===== src/hdl/assert_macros.svh =====
// Concurrent assertion helpers, clocked, with reset disable.
`ifndef ASSERT_MACROS_SVH
`define ASSERT_MACROS_SVH

`ifndef NO_ASSERTIONS
`define ASSERT_CLK(lbl, clk, rst_n, prop) \
  lbl: assert property (@(posedge clk) disable iff (!(rst_n)) (prop)) \
    else $error("assertion failed");
`define ASSERT_NEVER(lbl, clk, rst_n, cond) \
  lbl: assert property (@(posedge clk) disable iff (!(rst_n)) !(cond)) \
    else $error("forbidden condition");
`else
`define ASSERT_CLK(lbl, clk, rst_n, prop)
`define ASSERT_NEVER(lbl, clk, rst_n, cond)
`endif

`endif


===== src/hdl/mrqp_pkg.sv =====
package mrqp_pkg;

  localparam int unsigned NumQueues  = 4;
  localparam int unsigned QueueDepth = 16;
  localparam int unsigned WordWidth  = 32;
  localparam int unsigned CmdDepth   = 2;

  localparam int unsigned QID_W      = 3;
  localparam int unsigned QIDX_W     = $clog2(NumQueues);
  localparam int unsigned PTR_W      = $clog2(QueueDepth);
  localparam int unsigned CNT_W      = $clog2(QueueDepth + 1);
  localparam int unsigned ADDR_W     = $clog2(NumQueues * QueueDepth);
  localparam int unsigned QIU_W      = 3;
  localparam int unsigned CAP_W      = 5;
  localparam int unsigned CFG_IDX_W  = 3;
  localparam int unsigned CFG_DATA_W = 5;

  // register map
  localparam logic [CFG_IDX_W-1:0] CFG_QUEUES_IN_USE = 3'd0;
  localparam logic [CFG_IDX_W-1:0] CFG_CAP_FIRST     = 3'd1;
  localparam logic [CFG_IDX_W-1:0] CFG_CAP_LAST      = 3'd4;

  localparam logic MODE_SEND = 1'b0;
  localparam logic MODE_RECV = 1'b1;

  typedef enum logic [1:0] {
    ST_OK      = 2'd0,
    ST_TIMEOUT = 2'd1,
    ST_BADID   = 2'd2
  } status_e;

  typedef struct packed {
    status_e               status;
    logic                  mem_we;
    logic                  mem_re;
    logic [ADDR_W-1:0]     addr;
    logic [WordWidth-1:0]  wdata;
  } cmd_t;

endpackage


===== src/hdl/multi_ring_queue_poll.sv =====
// A transaction passes front classify, the command queue and the back storage access
// with registered read before its result can be popped.
// Throughput: 1 transaction per cycle while results are popped; the front updates
// pointers and count in the accept cycle, single-port storage is touched once per item.
// Reset clears pointers, counts, command queue and result valid flag; configuration
// returns to 4 queues of capacity 16; word storage is not cleared.
`include "assert_macros.svh"

module multi_ring_queue_poll (
  input  logic                                clk_i,
  input  logic                                rst_ni,
  input  logic                                cfg_we_i,
  input  logic [mrqp_pkg::CFG_IDX_W-1:0]      cfg_idx_i,
  input  logic [mrqp_pkg::CFG_DATA_W-1:0]     cfg_wdata_i,
  input  logic                                push,
  output logic                                full,
  input  logic                                mode_i,
  input  logic [mrqp_pkg::QID_W-1:0]          queue_id_i,
  input  logic [mrqp_pkg::WordWidth-1:0]      send_value_i,
  output logic                                empty,
  input  logic                                pop,
  output logic [1:0]                          status_o,
  output logic [mrqp_pkg::WordWidth-1:0]      recv_value_o
);

  mrqp_pkg::cmd_t front_cmd;
  mrqp_pkg::cmd_t back_cmd;
  logic           req_accept;
  logic           cmd_valid;
  logic           cmd_pop;

  assign req_accept = push && !full;

  mrqp_front u_front (
    .clk_i        (clk_i),
    .rst_ni       (rst_ni),
    .cfg_we_i     (cfg_we_i),
    .cfg_idx_i    (cfg_idx_i),
    .cfg_wdata_i  (cfg_wdata_i),
    .req_accept_i (req_accept),
    .mode_i       (mode_i),
    .queue_id_i   (queue_id_i),
    .send_value_i (send_value_i),
    .cmd_o        (front_cmd)
  );

  mrqp_cmd_fifo u_cmd_fifo (
    .clk_i   (clk_i),
    .rst_ni  (rst_ni),
    .push_i  (push),
    .data_i  (front_cmd),
    .full_o  (full),
    .valid_o (cmd_valid),
    .pop_i   (cmd_pop),
    .data_o  (back_cmd)
  );

  mrqp_back u_back (
    .clk_i        (clk_i),
    .rst_ni       (rst_ni),
    .cmd_valid_i  (cmd_valid),
    .cmd_i        (back_cmd),
    .cmd_pop_o    (cmd_pop),
    .empty_o      (empty),
    .pop_i        (pop),
    .status_o     (status_o),
    .recv_value_o (recv_value_o)
  );

  `ASSERT_CLK(a_fail_no_data, clk_i, rst_ni,
              (!empty && (status_o != mrqp_pkg::ST_OK)) |-> (recv_value_o == '0))
  `ASSERT_CLK(a_full_has_cmd, clk_i, rst_ni, full |-> cmd_valid)
  `ASSERT_CLK(a_back_drains, clk_i, rst_ni, (cmd_valid && (empty || pop)) |=> !empty)
  `ASSERT_CLK(a_pop_to_empty, clk_i, rst_ni, (pop && !empty && !cmd_valid) |=> empty)
  `ASSERT_NEVER(a_bad_status, clk_i, rst_ni, !empty && (status_o == 2'd3))

endmodule


===== src/hdl/mrqp_front.sv =====
module mrqp_front (
  input  logic                               clk_i,
  input  logic                               rst_ni,
  input  logic                               cfg_we_i,
  input  logic [mrqp_pkg::CFG_IDX_W-1:0]     cfg_idx_i,
  input  logic [mrqp_pkg::CFG_DATA_W-1:0]    cfg_wdata_i,
  input  logic                               req_accept_i,
  input  logic                               mode_i,
  input  logic [mrqp_pkg::QID_W-1:0]         queue_id_i,
  input  logic [mrqp_pkg::WordWidth-1:0]     send_value_i,
  output mrqp_pkg::cmd_t                     cmd_o
);

  logic [mrqp_pkg::QIU_W-1:0]  qiu_q;
  logic [mrqp_pkg::CAP_W-1:0]  cap_q  [mrqp_pkg::NumQueues];
  logic [mrqp_pkg::PTR_W-1:0]  head_q [mrqp_pkg::NumQueues];
  logic [mrqp_pkg::PTR_W-1:0]  tail_q [mrqp_pkg::NumQueues];
  logic [mrqp_pkg::CNT_W-1:0]  cnt_q  [mrqp_pkg::NumQueues];

  logic [mrqp_pkg::QIDX_W-1:0] cfg_sel;
  logic [mrqp_pkg::QIU_W-1:0]  limit;
  logic                        id_ok;
  logic [mrqp_pkg::QIDX_W-1:0] qsel;
  logic [mrqp_pkg::CAP_W-1:0]  cap;
  logic [mrqp_pkg::CNT_W-1:0]  cnt;
  logic [mrqp_pkg::PTR_W-1:0]  ptr;
  logic [mrqp_pkg::CNT_W-1:0]  ptr_inc;
  logic [mrqp_pkg::PTR_W-1:0]  ptr_nxt;
  logic                        q_full;
  logic                        q_empty;
  logic                        go;

  assign cfg_sel = mrqp_pkg::QIDX_W'(cfg_idx_i - mrqp_pkg::CFG_CAP_FIRST);

  always_comb begin
    limit = (qiu_q > mrqp_pkg::QIU_W'(mrqp_pkg::NumQueues)) ?
            mrqp_pkg::QIU_W'(mrqp_pkg::NumQueues) : qiu_q;
    id_ok = (queue_id_i != '0) && (queue_id_i <= limit);
    qsel  = mrqp_pkg::QIDX_W'(queue_id_i - mrqp_pkg::QID_W'(1));
    cap   = (cap_q[qsel] > mrqp_pkg::CAP_W'(mrqp_pkg::QueueDepth)) ?
            mrqp_pkg::CAP_W'(mrqp_pkg::QueueDepth) : cap_q[qsel];
    cnt   = cnt_q[qsel];
    q_full  = cnt >= mrqp_pkg::CNT_W'(cap);
    q_empty = cnt == '0;
    ptr     = (mode_i == mrqp_pkg::MODE_RECV) ? head_q[qsel] : tail_q[qsel];
    ptr_inc = mrqp_pkg::CNT_W'(ptr) + mrqp_pkg::CNT_W'(1);
    ptr_nxt = ((ptr_inc >= mrqp_pkg::CNT_W'(cap)) ||
               (ptr_inc >= mrqp_pkg::CNT_W'(mrqp_pkg::QueueDepth))) ?
              '0 : ptr_inc[mrqp_pkg::PTR_W-1:0];
    go = id_ok && ((mode_i == mrqp_pkg::MODE_RECV) ? !q_empty : !q_full);

    cmd_o.status = !id_ok ? mrqp_pkg::ST_BADID :
                   go     ? mrqp_pkg::ST_OK    : mrqp_pkg::ST_TIMEOUT;
    cmd_o.mem_we = go && (mode_i == mrqp_pkg::MODE_SEND);
    cmd_o.mem_re = go && (mode_i == mrqp_pkg::MODE_RECV);
    cmd_o.addr   = {qsel, ptr};
    cmd_o.wdata  = send_value_i;
  end

  always_ff @(posedge clk_i or negedge rst_ni) begin
    if (!rst_ni) begin
      qiu_q <= mrqp_pkg::QIU_W'(mrqp_pkg::NumQueues);
      for (int i = 0; i < mrqp_pkg::NumQueues; i++) begin
        cap_q[i] <= mrqp_pkg::CAP_W'(mrqp_pkg::QueueDepth);
      end
    end else if (cfg_we_i) begin
      unique case (cfg_idx_i) inside
        mrqp_pkg::CFG_QUEUES_IN_USE: begin
          qiu_q <= cfg_wdata_i[mrqp_pkg::QIU_W-1:0];
        end
        [mrqp_pkg::CFG_CAP_FIRST:mrqp_pkg::CFG_CAP_LAST]: begin
          cap_q[cfg_sel] <= cfg_wdata_i;
        end
        default: ;
      endcase
    end
  end

  always_ff @(posedge clk_i or negedge rst_ni) begin
    if (!rst_ni) begin
      for (int i = 0; i < mrqp_pkg::NumQueues; i++) begin
        head_q[i] <= '0;
        tail_q[i] <= '0;
        cnt_q[i]  <= '0;
      end
    end else if (req_accept_i && go) begin
      if (mode_i == mrqp_pkg::MODE_RECV) begin
        head_q[qsel] <= ptr_nxt;
        cnt_q[qsel]  <= cnt - mrqp_pkg::CNT_W'(1);
      end else begin
        tail_q[qsel] <= ptr_nxt;
        cnt_q[qsel]  <= cnt + mrqp_pkg::CNT_W'(1);
      end
    end
  end

endmodule


===== src/hdl/mrqp_cmd_fifo.sv =====
module mrqp_cmd_fifo (
  input  logic            clk_i,
  input  logic            rst_ni,
  input  logic            push_i,
  input  mrqp_pkg::cmd_t  data_i,
  output logic            full_o,
  output logic            valid_o,
  input  logic            pop_i,
  output mrqp_pkg::cmd_t  data_o
);

  localparam int unsigned IdxW = (mrqp_pkg::CmdDepth > 1) ? $clog2(mrqp_pkg::CmdDepth) : 1;
  localparam int unsigned CntW = $clog2(mrqp_pkg::CmdDepth + 1);

  mrqp_pkg::cmd_t  slot_q [mrqp_pkg::CmdDepth];
  logic [IdxW-1:0] wr_q, rd_q;
  logic [CntW-1:0] cnt_q;
  logic            do_push, do_pop;

  assign full_o  = cnt_q == CntW'(mrqp_pkg::CmdDepth);
  assign valid_o = cnt_q != '0;
  assign data_o  = slot_q[rd_q];
  assign do_push = push_i && !full_o;
  assign do_pop  = pop_i && valid_o;

  always_ff @(posedge clk_i) begin
    if (do_push) begin
      slot_q[wr_q] <= data_i;
    end
  end

  always_ff @(posedge clk_i or negedge rst_ni) begin
    if (!rst_ni) begin
      wr_q  <= '0;
      rd_q  <= '0;
      cnt_q <= '0;
    end else begin
      if (do_push) begin
        wr_q <= (wr_q == IdxW'(mrqp_pkg::CmdDepth - 1)) ? '0 : wr_q + IdxW'(1);
      end
      if (do_pop) begin
        rd_q <= (rd_q == IdxW'(mrqp_pkg::CmdDepth - 1)) ? '0 : rd_q + IdxW'(1);
      end
      if (do_push && !do_pop) begin
        cnt_q <= cnt_q + CntW'(1);
      end else if (do_pop && !do_push) begin
        cnt_q <= cnt_q - CntW'(1);
      end
    end
  end

endmodule


===== src/hdl/mrqp_back.sv =====
module mrqp_back (
  input  logic                            clk_i,
  input  logic                            rst_ni,
  input  logic                            cmd_valid_i,
  input  mrqp_pkg::cmd_t                  cmd_i,
  output logic                            cmd_pop_o,
  output logic                            empty_o,
  input  logic                            pop_i,
  output logic [1:0]                      status_o,
  output logic [mrqp_pkg::WordWidth-1:0]  recv_value_o
);

  logic [mrqp_pkg::WordWidth-1:0] mem_q [mrqp_pkg::NumQueues * mrqp_pkg::QueueDepth];
  logic [mrqp_pkg::WordWidth-1:0] rd_q;
  logic                           res_valid_q, res_valid_d;
  mrqp_pkg::status_e              status_q;
  logic                           is_rd_q;
  logic                           take;

  assign take      = cmd_valid_i && (!res_valid_q || pop_i);
  assign cmd_pop_o = take;

  // storage, no reset
  always_ff @(posedge clk_i) begin
    if (take && cmd_i.mem_we) begin
      mem_q[cmd_i.addr] <= cmd_i.wdata;
    end
    if (take && cmd_i.mem_re) begin
      rd_q <= mem_q[cmd_i.addr];
    end
    if (take) begin
      status_q <= cmd_i.status;
      is_rd_q  <= cmd_i.mem_re;
    end
  end

  always_comb begin
    res_valid_d = res_valid_q;
    if (take) begin
      res_valid_d = 1'b1;
    end else if (pop_i) begin
      res_valid_d = 1'b0;
    end
  end

  always_ff @(posedge clk_i or negedge rst_ni) begin
    if (!rst_ni) begin
      res_valid_q <= 1'b0;
    end else begin
      res_valid_q <= res_valid_d;
    end
  end

  assign empty_o      = !res_valid_q;
  assign status_o     = status_q;
  assign recv_value_o = is_rd_q ? rd_q : '0;

endmodule

===== config.mk =====
export PLATFORM = sky130hd
export DESIGN_NAME = multi_ring_queue_poll
export DESIGN_NICKNAME = d
export VERILOG_FILES = /design/src/hdl/mrqp_pkg.sv /design/src/hdl/multi_ring_queue_poll.sv /design/src/hdl/mrqp_front.sv /design/src/hdl/mrqp_cmd_fifo.sv /design/src/hdl/mrqp_back.sv
export VERILOG_INCLUDE_DIRS = /design/src /design/src/hdl
export SDC_FILE = /design/constraint.sdc
export NUM_CORES = 2
export LEC_CHECK = 0
export BUFFER_PORTS_ARGS = -buffer_cell sky130_fd_sc_hd__buf_2
export CAP_MARGIN = 20
export CORE_ASPECT_RATIO = 0.8
export CORE_UTILIZATION = 30
export DETAILED_ROUTE_END_ITERATION = 10
export HOLD_SLACK_MARGIN = 0.15
export PLACE_DENSITY = 0.52
export SLEW_MARGIN = 10
export SYNTH_ARGS = -nofsm -noshare
export SYNTH_HDL_FRONTEND = slang
export SYNTH_SLANG_ARGS = --single-unit
export TNS_END_PERCENT = 5

===== constraint.sdc =====
create_clock -name clk_i -period 8.9 [get_ports clk_i]
set_clock_uncertainty 0.1 [all_clocks]
set_input_delay 0 -clock clk_i [delete_from_list [all_inputs] [get_ports clk_i]]
set_output_delay 0 -clock clk_i [all_outputs]
set_load 0.01 [all_outputs]

==> results by group <==
Yosys
  • Yosys cell types: 89
  • Sequential cell area fraction in the yosys report: 0.802
  • Post-synthesis cell count: 4557
  • Most common cell in the netlist: edfxtp_1
  • Post-synthesis area per instance: 18.4 sq um
  • Post-synth net total: 4627
  • Synth top area cells: edfxtp_1 78%, a22oi_1 7.4%, dfrtp_1 2.2%, mux2_2 1.5%, a41oi_1 1.2%
  • Largest area contributor in the netlist: edfxtp_1
  • Synth warn: 0
  • Asr flop ratio synth: 0.0356
  • Area of the mapped netlist: 0.0836 sq mm
  • Top cell type's share of synthesized area: 0.778
  • #FFs+latches synth: 2247
  • Number of flops mapped to enable cells by yosys: 2167
  • Post-synth top flop: edfxtp_1
  • Post-synth top cells: 2167 x edfxtp_1, 819 x a22oi_1, 139 x clkbuf_1

Clocking
  • CTS Buffer Depth: 4
  • CTS Buf Count: 216
  • Clk_lat worst skew: 0.89 ns
  • # clock sinks: 2247
  • H-tree levels: 4
  • CTS Root Cell: clkbuf_16
  • Post-cts sizing count: 0
  • CTS tree: yes
  • Reg clk slew, reported paths: 0.06 ns

Floorplanning
  • # IOs: 85
  • Rows: 173
  • Die Ht: 474 microns
  • Core footprint: 0.277 sq mm
  • Die X: 592 microns
  • Starting density of the core: 0.301
  • Full die area: 0.281 sq mm

Detailed routing
  • Vias/cell: 5.65
  • ANT nets after route: 0
  • Wire per inst: 33.9 microns
  • DRC errors left: 0
  • Initial DRC count: 8139
  • DR vias: 49100
  • Pre-antenna DRT Iters: 6
  • DRT Wirelength: 294 mm

Critical path
  • Critical Path AT: 5.67 ns
  • CP max-delay cell: o211ai_2
  • CP Buf/Inv Count: 6
  • Critical path launch point: queue_id_i[0]
  • CP cell instances: dlygate4sd3_1 -> buf_2 -> inv_1 -> ha_1 -> clkinv_1 -> mux2_2 -> ha_1 -> xor2_1 -> inv_1 -> ha_1 -> inv_1 -> o211ai_1 -> nand3_1 -> o211ai_2 -> o31ai_1
  • Reg2reg path depth: 6
  • CP max stage delay: 0.84 ns
  • Worst r2r dst: u_back.mem_q[23][17]$_DFFE_PP_
  • Worst EP required: 9.49 ns
  • CP Capture Type: register
  • CP Max Fanout: 24
  • CP Launch Type: input port
  • Worst r2r src: u_cmd_fifo.rd_q$_DFFE_PN0P_
  • Critical path depth: 15
  • Reg2Reg Setup Slack: 3.94 ns
  • Critical path class: input port to register
  • CP endpoint: u_front.tail_q[13]$_DFFE_PN0P_
  • CP top delay family: buffers and inverters

Power
  • P_leak: 29.5 nW
  • Worst vdd ir: 215 uV
  • Power density cells: 307 mW/mm^2

Timing
  • Unrepaired setup endpoints after global routing: false
  • # setup viols final: 0
  • Fmax achieved: 197 MHz
  • Setup_tns: 0 ns
  • Tcrit/Tclk final: 0.571
  • Post-layout min period: 5.08 ns
  • Max Slew Vio Count: 0
  • Worst-margin pin slew: 1.25 ns
  • Rel. slew slack: 0.166
  • Final Hold Viols: 0
  • Hold_ws: 0.189 ns

Global route
  • Initial antenna violation count: 22
  • Largest net degree at the start of global routing: 128
  • Total GRT Usage: 0.204
  • Global-route wire length before repair: 396 mm
  • Grt ovf: 0
  • Vias in the first global route: 46500

Place
  • Placed instance count: 8195
  • I/O Buffers: 84
  • DP HPWL: 160 mm
  • Final Wtd Congestion: 0.833

Final layout
  • Syn-to-layout area delta: 16.0%
  • Share of post-route cells with drive strength above 1: 0.157
  • Nets: 4915
  • Finished Layout Cells: 8691

Status
  • Status: finished clean

Worst hold path
  • Worst hold stages: 3
  • Worst Hold Class: input port to register

Job
  • Max-Cap Viols: 0
-- what timing repair did --
item / CTS / global route
setup buffers: 0 / 0
hold endpoints to repair: 334 / 0
hold buffers: 103 / 0
-- per-stage QoR --
stage | total power, W | cell area [sq um] | util | setup WS, ns
final | 0.0298 | 97000 | 0.350 | 3.82
after floorplan | 0.0174 | 83600 | - | 4.34
after global placement | 0.0209 | 89200 | 0.322 | 3.42
after detailed placement | 0.0210 | 89400 | 0.322 | 3.40
after CTS | 0.0297 | 96900 | 0.349 | 3.74
after global routing | 0.0306 | 97000 | 0.350 | 3.33
-- cells by family (layout without fill, tap and decap cells) --
family | Yosys count | in the layout | share of synthesized area
buffers and inverters | 313 | 764 | 0.0175
AND/OR/NAND/NOR | 460 | 460 | 0.0308
other | 0 | 8 | 0
XOR/XNOR | 10 | 10 | 0.00105
adder cells (fa/ha/maj) | 21 | 21 | 0.00314
multiplexers | 190 | 190 | 0.0277
flip-flops | 2247 | 2247 | 0.802
AO/OA/AOI/OAI | 1316 | 1316 | 0.118
-- sequential cells by signal, summed over array words and instances (netlist names), named ones only --
signal,count
u_back.is_rd_q,1
u_back.mem_q,2048
u_back.rd_q,32
u_back.res_valid_q,1
u_back.status_o,2
u_cmd_fifo.cnt_q,2
u_cmd_fifo.rd_q,1
u_cmd_fifo.slot_q,84
u_cmd_fifo.wr_q,1
u_front.cap_q,20
u_front.cnt_q,16
u_front.head_q,16
u_front.qiu_q,3
u_front.tail_q,16
-- where the power goes --
part	total [W]	switching, W	internal [W]
combinational	0.00730	0.00550	0.00180
clock	0.00882	0.00399	0.00482
sequential	0.0137	0.000318	0.0134
total	0.0298	0.00981	0.0200
-- layer usage --
layer  wire length [microns]  vias to the layer above  global-route usage
met5                     118                        -             0.00414
met1                  123000                    25700               0.291
met3                   39500                      417              0.0746
li1                        -                    19700                   -
met2                  124000                     3169               0.290
met4                    7600                       18              0.0527
-- how the worst min path moves through the flow --
stage | to | slack (ns) | start
after floorplan | asynchronous set/reset pin | -0.40 | rst_ni
after detailed placement | u_cmd_fifo.slot_q[1][11]$_DFFE_PP_ | 0.09 | send_value_i[11]
final | u_cmd_fifo.slot_q[1][12]$_DFFE_PP_ | 0.19 | push
after global placement | u_cmd_fifo.slot_q[0][25]$_DFFE_PP_ | 0.09 | send_value_i[25]
after CTS | u_front.qiu_q[0]$_DFFE_PN0P_ | 0.15 | cfg_idx_i[2]
after global routing | u_cmd_fifo.slot_q[1][25]$_DFFE_PP_ | 0.17 | push
-- cells in the final DEF, fill, tap and decap left out, drive strengths merged, types with 15 or more instances in the layout --
master and instances:
and4 15, nand3 34, clkinv 78, inv 25
dlygate4sd3 102, a22o 32, clkbuf 285, nand2 107
nor4 35, o2bb2ai 16, a31oi 51, o22a 17
dfrtp 75, o31ai 19, nor2 86, a41oi 116
edfxtp 2167, mux4 17, ha 21, a222oi 35
mux2 118, a22oi 819, mux2i 55, o21ai 108
buf 261, and2 36, a21oi 48, nand4 74
-- worst min-delay path, cell delays in order --
cell and delay, ns:
dlygate4sd3_1 0.53, buf_2 0.12, and3_2 0.27
-- cell type report --
class                      count  area, sq um
fill                       26100       180000
sequential                  2247        67100
multi-input combinational   1997        15700
clock buffer                 285         5730
tap                         3675         4600
timing repair buffer         363         3050
clock inverter                96          766
inverter                      20         75.1
antenna                        8         20.0
Power figures use the tool's default switching activity.
